$ cat src/rtl/core/itrd_pkg.sv
`timescale 1ns / 1ps
// ----------------------------------------------------------------------------
// itrd_pkg
// Shared types and constants for the integer to radix digit converter.
// ----------------------------------------------------------------------------
package itrd_pkg;

    localparam int VALUE_W = 32;
    localparam int RADIX_W = 8;
    localparam int DIGIT_W = 4;
    localparam int CHAR_W  = 7;
    localparam int STAT_W  = 2;

    localparam logic [RADIX_W-1:0] RADIX_RESET = 8'd10;
    localparam logic [RADIX_W-1:0] RADIX_MIN   = 8'd2;
    localparam logic [RADIX_W-1:0] RADIX_MAX   = 8'd16;

    localparam logic [CHAR_W-1:0] ASCII_ZERO    = 7'd48;
    localparam logic [CHAR_W-1:0] ASCII_ALPHA_D = 7'd87;
    localparam logic [DIGIT_W-1:0] DEC_MAX      = 4'd9;

    localparam logic [STAT_W-1:0] ST_DIGIT    = 2'd0;
    localparam logic [STAT_W-1:0] ST_EMPTY    = 2'd1;
    localparam logic [STAT_W-1:0] ST_NEG      = 2'd2;
    localparam logic [STAT_W-1:0] ST_BADRADIX = 2'd3;

    // controller to datapath
    typedef struct packed {
        logic load;       // take the input beat
        logic div_step;   // one byte of the running division
        logic stat_emit;  // put a status result into the output register
        logic rd_issue;   // read the digit buffer at the read pointer
        logic dig_emit;   // put the read digit into the output register
    } t_dp_cmd;

    // datapath to controller
    typedef struct packed {
        logic value_neg;
        logic radix_bad;
        logic value_zero;
        logic div_done;   // this division step finishes the last digit
        logic out_free;   // output register can take a result this cycle
        logic ptr_zero;   // read pointer sits on the least significant digit
    } t_dp_sts;

endpackage

$ cat src/rtl/core/itrd_ram.sv
`timescale 1ns / 1ps
// ----------------------------------------------------------------------------
// itrd_ram
// Generic single-write, single-read RAM with registered read data.
// ----------------------------------------------------------------------------
module itrd_ram #(
    parameter int WIDTH = 4,
    parameter int DEPTH = 31
) (
    input  logic                     i_clk,
    input  logic                     i_wr_en,
    input  logic [$clog2(DEPTH)-1:0] i_wr_addr,
    input  logic [WIDTH-1:0]         i_wr_data,
    input  logic                     i_rd_en,
    input  logic [$clog2(DEPTH)-1:0] i_rd_addr,
    output logic [WIDTH-1:0]         o_rd_data
);

    logic [WIDTH-1:0] r_mem [DEPTH];
    logic [WIDTH-1:0] r_rd_data;

    always_ff @(posedge i_clk) begin
        if (i_wr_en) begin
            r_mem[i_wr_addr] <= i_wr_data;
        end
        if (i_rd_en) begin
            r_rd_data <= r_mem[i_rd_addr];
        end
    end

    assign o_rd_data = r_rd_data;

endmodule

$ cat src/rtl/core/itrd_ctrl.sv
`timescale 1ns / 1ps
// ----------------------------------------------------------------------------
// itrd_ctrl
// Sequencer: accept, classify, then emit a status or divide digit by digit and read out digits.
// ----------------------------------------------------------------------------
module itrd_ctrl (
    input  logic              i_clk,
    input  logic              i_rst_n,
    input  logic              i_s_tvalid,
    output logic              o_s_tready,
    input  itrd_pkg::t_dp_sts i_sts,
    output itrd_pkg::t_dp_cmd o_cmd
);
    import itrd_pkg::*;

    localparam logic [2:0] S_IDLE = 3'd0;
    localparam logic [2:0] S_CHK  = 3'd1;
    localparam logic [2:0] S_STAT = 3'd2;
    localparam logic [2:0] S_DIV  = 3'd3;
    localparam logic [2:0] S_RD   = 3'd4;
    localparam logic [2:0] S_LD   = 3'd5;

    logic [2:0] r_state;
    logic [2:0] n_state;
    t_dp_cmd    v_cmd;

    always_comb begin
        n_state = r_state;
        v_cmd   = '0;
        unique case (r_state)
            S_IDLE: begin
                if (i_s_tvalid) begin
                    v_cmd.load = 1'b1;
                    n_state    = S_CHK;
                end
            end
            S_CHK: begin
                if (i_sts.value_neg || i_sts.radix_bad || i_sts.value_zero) begin
                    n_state = S_STAT;
                end else begin
                    n_state = S_DIV;
                end
            end
            S_STAT: begin
                if (i_sts.out_free) begin
                    v_cmd.stat_emit = 1'b1;
                    n_state         = S_IDLE;
                end
            end
            S_DIV: begin
                v_cmd.div_step = 1'b1;
                if (i_sts.div_done) begin
                    n_state = S_RD;
                end
            end
            S_RD: begin
                v_cmd.rd_issue = 1'b1;
                n_state        = S_LD;
            end
            S_LD: begin
                // hold the read digit until the output register frees up
                if (i_sts.out_free) begin
                    v_cmd.dig_emit = 1'b1;
                    n_state        = i_sts.ptr_zero ? S_IDLE : S_RD;
                end
            end
            default: begin
                n_state = S_IDLE;
            end
        endcase
    end

    always_ff @(posedge i_clk) begin
        if (!i_rst_n) begin
            r_state <= S_IDLE;
        end else begin
            r_state <= n_state;
        end
    end

    assign o_cmd      = v_cmd;
    assign o_s_tready = (r_state == S_IDLE);

endmodule

$ cat src/rtl/core/itrd_dp.sv
`timescale 1ns / 1ps
// ----------------------------------------------------------------------------
// itrd_dp
// Datapath: radix register, byte-wise restoring divider, digit buffer and
// output register.
// ----------------------------------------------------------------------------
module itrd_dp #(
    parameter int MAX_DIGITS = 31
) (
    input  logic                             i_clk,
    input  logic                             i_rst_n,
    input  logic                             i_radix_wr_en,
    input  logic [itrd_pkg::RADIX_W-1:0]     i_radix_wr_data,
    input  logic [itrd_pkg::VALUE_W-1:0]     i_value,
    input  itrd_pkg::t_dp_cmd                i_cmd,
    output itrd_pkg::t_dp_sts                o_sts,
    input  logic                             i_m_tready,
    output logic                             o_m_tvalid,
    output logic [itrd_pkg::CHAR_W-1:0]      o_digit_char,
    output logic [itrd_pkg::STAT_W-1:0]      o_status,
    output logic                             o_last
);
    import itrd_pkg::*;

    localparam int AW = $clog2(MAX_DIGITS);
    localparam int CW = $clog2(MAX_DIGITS + 1);
    localparam logic [CW-1:0] CNT_CAP = CW'(MAX_DIGITS);
    localparam logic [AW-1:0] PTR_TOP = AW'(MAX_DIGITS - 1);

    logic [RADIX_W-1:0] r_radix;
    logic [VALUE_W-1:0] r_value;
    logic [VALUE_W-1:0] r_quot;
    logic [DIGIT_W:0]   r_rem;
    logic [1:0]         r_chunk;
    logic [CW-1:0]      r_cnt;
    logic [AW-1:0]      r_ptr;
    logic               r_out_valid;
    logic [CHAR_W-1:0]  r_out_char;
    logic [STAT_W-1:0]  r_out_status;
    logic               r_out_last;

    logic [7:0]         v_dbyte;
    logic [7:0]         v_qbyte;
    logic [DIGIT_W:0]   v_rem;
    logic [DIGIT_W:0]   v_base;
    logic [VALUE_W-1:0] v_quot;
    logic               v_digit_end;
    logic               v_wr_en;
    logic [DIGIT_W-1:0] v_rd_digit;
    logic [CHAR_W-1:0]  v_char;
    logic [STAT_W-1:0]  v_stat_code;
    logic               v_out_free;
    t_dp_sts            v_sts;

    function automatic logic [1:0] f_top_byte(input logic [VALUE_W-1:0] v);
        logic [1:0] idx;
        if (v[31:24] != 8'd0) begin
            idx = 2'd3;
        end else if (v[23:16] != 8'd0) begin
            idx = 2'd2;
        end else if (v[15:8] != 8'd0) begin
            idx = 2'd1;
        end else begin
            idx = 2'd0;
        end
        return idx;
    endfunction

    // eight restoring steps on one byte of the dividend; remainder stays below 16
    always_comb begin
        v_base  = r_radix[DIGIT_W:0];
        v_dbyte = r_value[{r_chunk, 3'b000} +: 8];
        v_rem   = r_rem;
        v_qbyte = 8'd0;
        for (int i = 7; i >= 0; i--) begin
            v_rem = {v_rem[DIGIT_W-1:0], v_dbyte[i]};
            if (v_rem >= v_base) begin
                v_rem      = v_rem - v_base;
                v_qbyte[i] = 1'b1;
            end
        end
        v_quot = r_quot;
        v_quot[{r_chunk, 3'b000} +: 8] = v_qbyte;
    end

    assign v_digit_end = i_cmd.div_step && (r_chunk == 2'd0);
    assign v_wr_en     = v_digit_end && (r_cnt < CNT_CAP);

    always_comb begin
        if (r_value[VALUE_W-1]) begin
            v_stat_code = ST_NEG;
        end else if (v_sts.radix_bad) begin
            v_stat_code = ST_BADRADIX;
        end else begin
            v_stat_code = ST_EMPTY;
        end
    end

    assign v_char = (v_rd_digit <= DEC_MAX) ? (CHAR_W'(v_rd_digit) + ASCII_ZERO)
                                            : (CHAR_W'(v_rd_digit) + ASCII_ALPHA_D);

    assign v_out_free = !r_out_valid || i_m_tready;

    always_comb begin
        v_sts.value_neg  = r_value[VALUE_W-1];
        v_sts.radix_bad  = (r_radix < RADIX_MIN) || (r_radix > RADIX_MAX);
        v_sts.value_zero = (r_value == '0);
        v_sts.div_done   = (r_chunk == 2'd0) && (v_quot == '0);
        v_sts.out_free   = v_out_free;
        v_sts.ptr_zero   = (r_ptr == '0);
    end

    always_ff @(posedge i_clk) begin
        if (!i_rst_n) begin
            r_radix     <= RADIX_RESET;
            r_out_valid <= 1'b0;
        end else begin
            if (i_radix_wr_en) begin
                r_radix <= i_radix_wr_data;
            end
            if (i_cmd.stat_emit || i_cmd.dig_emit) begin
                r_out_valid <= 1'b1;
            end else if (i_m_tready) begin
                r_out_valid <= 1'b0;
            end
        end
    end

    always_ff @(posedge i_clk) begin
        if (i_cmd.load) begin
            r_value <= i_value;
            r_quot  <= '0;
            r_rem   <= '0;
            r_chunk <= f_top_byte(i_value);
            r_cnt   <= '0;
        end else if (v_digit_end) begin
            // digit complete: the quotient becomes the next dividend
            r_value <= v_quot;
            r_quot  <= '0;
            r_rem   <= '0;
            r_chunk <= f_top_byte(v_quot);
            r_ptr   <= (r_cnt < CNT_CAP) ? r_cnt[AW-1:0] : PTR_TOP;
            if (r_cnt < CNT_CAP) begin
                r_cnt <= r_cnt + 1'b1;
            end
        end else if (i_cmd.div_step) begin
            r_quot  <= v_quot;
            r_rem   <= v_rem;
            r_chunk <= r_chunk - 2'd1;
        end else if (i_cmd.dig_emit && (r_ptr != '0)) begin
            r_ptr <= r_ptr - 1'b1;
        end

        if (i_cmd.stat_emit) begin
            r_out_char   <= '0;
            r_out_status <= v_stat_code;
            r_out_last   <= 1'b1;
        end else if (i_cmd.dig_emit) begin
            r_out_char   <= v_char;
            r_out_status <= ST_DIGIT;
            r_out_last   <= (r_ptr == '0);
        end
    end

    itrd_ram #(
        .WIDTH (DIGIT_W),
        .DEPTH (MAX_DIGITS)
    ) u_digit_buf (
        .i_clk     (i_clk),
        .i_wr_en   (v_wr_en),
        .i_wr_addr (r_cnt[AW-1:0]),
        .i_wr_data (v_rem[DIGIT_W-1:0]),
        .i_rd_en   (i_cmd.rd_issue),
        .i_rd_addr (r_ptr),
        .o_rd_data (v_rd_digit)
    );

    assign o_sts        = v_sts;
    assign o_m_tvalid   = r_out_valid;
    assign o_digit_char = r_out_char;
    assign o_status     = r_out_status;
    assign o_last       = r_out_last;

endmodule

$ cat src/rtl/core/integer_to_radix_digits.sv
`timescale 1ns / 1ps
// ----------------------------------------------------------------------------
// integer_to_radix_digits
// Converts a signed 32-bit integer to ASCII digits in a base from 2 to 16,
// most significant digit first; negative, zero and bad radix give one status.
// ----------------------------------------------------------------------------
// Order: a status beat passes the check and status states into the output register;
//   the first digit beat passes the check state, one divider step per significant byte
//   of the value and of each running quotient down to zero, then the read and load states.
// Flow: one item at a time; a new input beat is taken only once the sequencer idles,
//   and a full output register holds the status and load states (output stalls).
// Reset: radix returns to 10, the output register empties, the sequencer idles.
module integer_to_radix_digits #(
    parameter int MAX_DIGITS = 31
) (
    input  logic        i_clk,
    input  logic        i_rst_n,
    input  logic        i_radix_wr_en,
    input  logic [7:0]  i_radix_wr_data,
    input  logic        i_s_tvalid,
    output logic        o_s_tready,
    input  logic [31:0] i_s_tdata,   // [31:0] value
    output logic        o_m_tvalid,
    input  logic        i_m_tready,
    output logic [7:0]  o_m_tdata,   // [6:0] digit_char, [7] zero
    output logic [1:0]  o_m_tuser,   // [1:0] status
    output logic        o_m_tlast
);
    import itrd_pkg::*;

    t_dp_cmd           w_cmd;
    t_dp_sts           w_sts;
    logic [CHAR_W-1:0] w_char;

    itrd_ctrl u_ctrl (
        .i_clk      (i_clk),
        .i_rst_n    (i_rst_n),
        .i_s_tvalid (i_s_tvalid),
        .o_s_tready (o_s_tready),
        .i_sts      (w_sts),
        .o_cmd      (w_cmd)
    );

    itrd_dp #(
        .MAX_DIGITS (MAX_DIGITS)
    ) u_dp (
        .i_clk           (i_clk),
        .i_rst_n         (i_rst_n),
        .i_radix_wr_en   (i_radix_wr_en),
        .i_radix_wr_data (i_radix_wr_data),
        .i_value         (i_s_tdata),
        .i_cmd           (w_cmd),
        .o_sts           (w_sts),
        .i_m_tready      (i_m_tready),
        .o_m_tvalid      (o_m_tvalid),
        .o_digit_char    (w_char),
        .o_status        (o_m_tuser),
        .o_last          (o_m_tlast)
    );

    assign o_m_tdata = {1'b0, w_char};

endmodule
$ cat config.mk
export PLATFORM = sky130hd
export DESIGN_NAME = integer_to_radix_digits
export DESIGN_NICKNAME = d
export VERILOG_FILES = /design/src/rtl/core/itrd_pkg.sv /design/src/rtl/core/itrd_ram.sv /design/src/rtl/core/itrd_ctrl.sv /design/src/rtl/core/itrd_dp.sv /design/src/rtl/core/integer_to_radix_digits.sv
export SDC_FILE = /design/constraint.sdc
export NUM_CORES = 1
export LEC_CHECK = 0
export BUFFER_PORTS_ARGS = -buffer_cell sky130_fd_sc_hd__buf_2
export CAP_MARGIN = 30
export CORE_ASPECT_RATIO = 1.75
export CORE_MARGIN = 2
export CORE_UTILIZATION = 55
export DETAILED_ROUTE_END_ITERATION = 12
export GPL_ROUTABILITY_DRIVEN = 0
export GPL_TIMING_DRIVEN = 0
export HOLD_SLACK_MARGIN = 0.03
export PLACE_DENSITY = 0.7
export SLEW_MARGIN = 20
export SYNTH_ARGS = -nofsm -noshare
export SYNTH_HDL_FRONTEND = slang
export SYNTH_SLANG_ARGS = --single-unit
$ cat constraint.sdc
create_clock -name i_clk -period 13.3 [get_ports i_clk]
set_clock_uncertainty 0.1 [all_clocks]
set_input_delay 1.33 -clock i_clk [delete_from_list [all_inputs] [get_ports i_clk]]
set_output_delay 1.33 -clock i_clk [all_outputs]
set_load 0.03 [all_outputs]
==> out/summary.txt <==
status - finished clean
die area - 0.0226 sq mm
detailed placement HPWL - 21900 microns
clk slew on worst S/H paths - 0.06 ns
drt pass-1 iters - 5
port bufs - 55
Hold Path Sink - u_dp.o_digit_char[1]
vias per inst - 6.13
Clock Sinks - 230
ANT cells - 0
CP peak stage delay - 0.63 ns
Arrival @ worst endpoint - 12.84 ns
fin util - 0.638
drt total wl - 29500 microns
Die H - 198 microns
largest net degree at the start of global routing - 33
EDFF count, synth - 169
number of library cell types mapped by synthesis - 62
Worst-Margin Slew - 1.06 ns
commonest non-fill, non-tap cell in the layout - edfxtp_1
Area Overhead vs Synth - 13.5%
first-pass GRT wire length - 45000 microns
Antenna Nets Post-Route - 0
Startpoint Class - flop
Synth async-reset ratio - 0
CTS tree - yes
Initial Utilization - 0.562
remaining global-route overflow - 0
commonest non-fill, non-tap cells in the layout - edfxtp_1 (169), nor2_1 (144), buf_2 (66)
Post-route DRC - 0
share of layout cells above drive strength 1 - 0.191
Hold-fix buffers, CTS - 0
CP max stage cell - or4b_4
part of the Yosys area used for sequential elements - 0.535
Core Region - 0.0209 sq mm
Final Setup Violations - 0
Post-Synthesis Cells - 986
DR iter-0 viols - 602
clock root cell - clkbuf_16
hold path depth - 2
IO Count - 58
R2R cell count - 55
Avg Inst Size Synth - 11.9 sq um
Crit Path Max Fanout - 10
Setup crit end kind - flop
design area - 0.0134 sq mm
Fin. Hold Viols - 0
max_cap viols - 0
CP Class - reg -> reg
R2R Path End - u_dp.r_chunk[1]
fmax - 78.7 MHz
Num CTS Buffers - 23
# rows - 70
Layout fillers - 1603
clk_lat worst skew - 0.51 ns
Ys Warns - 0
Area after DPL - 0.0124 sq mm
top_reg_cell synth - edfxtp_1
reg-to-reg startpoint - u_dp.r_chunk[0]
synthesized area - 0.0118 sq mm
Worst Setup SP - u_dp.r_chunk[0]
final layout net count - 1178
max_slew headroom - 0.293
Clock Path Buffers - 3
number of global-route vias before repair - 8268
most frequent CP cell - ha_1
die width - 115 microns
flop-to-flop setup slack - 0.60 ns
Final Critical Period - 12.70 ns
All-Layer GR Usage - 0.264
Routed WL per cell - 22.0 microns
period utilization - 0.955
register bit count reported by yosys - 230
fin. max-slew vios - 0
routed via count - 8216
Hold WC Path Type - reg -> reg
Hold Startpoint - u_dp.o_digit_char[1]
Max H-tree Level - 1
initial antenna violation count - 0
Worst Path Required - 13.43 ns
post-synthesis net count - 1092
==> Yosys cell counts (15+ instances only) <==
library cell | n | area share
inv_1 | 41 | 0.013
a21o_1 | 15 | 0.0096
a22oi_1 | 24 | 0.015
mux4_2 | 43 | 0.082
o21ai_0 | 17 | 0.0072
ha_1 | 53 | 0.056
mux2_2 | 18 | 0.017
nor2_1 | 144 | 0.046
a211oi_1 | 17 | 0.011
edfxtp_1 | 169 | 0.43
nor4_1 | 19 | 0.010
dfxtp_1 | 61 | 0.10
a21oi_1 | 66 | 0.028
nand2_1 | 54 | 0.017
clkbuf_1 | 33 | 0.011
nor2b_1 | 17 | 0.0090
mux2i_1 | 16 | 0.014
a221oi_1 | 16 | 0.012
==> per-stage QoR <==
stage	cells	hold slack [ns]	TNS (ns)	worst slack [ns]
2_1_floorplan	986	0.341	0	1.56
3_3_place_gp	1293	0.340	-293.17	-2.75
3_5_place_dp	1294	0.354	-215.44	-1.90
4_1_cts	1337	0.366	0	0.0404
5_1_grt	1340	0.398	-0.0109	-0.0109
6_report	1340	0.359	0	0.597
==> timing repair <==
item / in CTS / in global routing
setup endpoints to repair: 141 / 134
gates cloned: 1 / 1
buffers inserted: 1 / 1
resized for setup: 14 / 21
pin swaps: 1 / 1
==> flip-flops by register name, indices dropped and copies added, names as in the netlist, 3 cells and up <==
register and cells:
u_dp.u_digit_buf.r_mem 124, u_dp.r_quot 32, u_dp.r_value 32, u_dp.r_radix 8
u_dp.o_digit_char 7, u_dp.r_cnt 5, u_dp.r_ptr 5, u_dp.r_rem 4
u_dp.u_digit_buf.o_rd_data 4, u_ctrl.r_state 3
==> critical path: cells and delay by family, from the launching register on <==
family | cells | cell delay, ns
adders and majority gates | 8 | 2.56
AOI/OAI and AO/OA | 28 | 4.65
and+or+nand+nor | 4 | 0.99
buffers and inverters | 10 | 2.03
DFF | 1 | 0.40
muxes | 5 | 1.72
==> per-layer routing <==
metal	wire (microns)	track usage	vias to the layer above
met5	0	0	-
met4	1820	0.152	0
met1	10200	0.268	3981
li1	-	-	3870
met3	1160	0.0325	104
met2	16300	0.503	261
==> cell type report <==
| class | instances | area [sq um] | share of cell area |
|---|---|---|---|
| sequential | 230 | 6300 | 0.471 |
| multi-input combinational | 664 | 5230 | 0.391 |
| clock buffer | 29 | 608 | 0.0455 |
| timing repair buffer | 59 | 323 | 0.0242 |
| tap | 252 | 315 | 0.0236 |
| buffer | 51 | 254 | 0.0190 |
| clock inverter | 12 | 173 | 0.0129 |
| inverter | 43 | 161 | 0.0121 |
==> cell families after synthesis <==
kind of cell,Yosys count,synth area share
other,1,0.000319
xor gates and xnor gates,21,0.0156
DFF,230,0.535
muxes,77,0.113
buffers and inverters,94,0.0323
adders and majority gates,61,0.0700
and+or+nand+nor,301,0.120
AOI/OAI and AO/OA,201,0.113
==> worst max-delay path by stage <==
| stage | slack (ns) | to | cells after the start |
|---|---|---|---|
| after floorplan | 1.56 | u_dp.u_digit_buf.r_mem[0][2] | 51 |
| after global placement | -2.75 | u_dp.u_digit_buf.r_mem[20][3] | 48 |
| after detailed placement | -1.90 | u_dp.u_digit_buf.r_mem[20][2] | 50 |
| after CTS | 0.04 | u_dp.r_chunk[1] | 55 |
| after global routing | -0.01 | u_dp.r_chunk[1] | 55 |
| final | 0.60 | u_dp.r_chunk[1] | 55 |
Power is left out: the tool's default activity adds up to more than one toggle a clock period on the data nets, which glitch-free logic cannot reach.
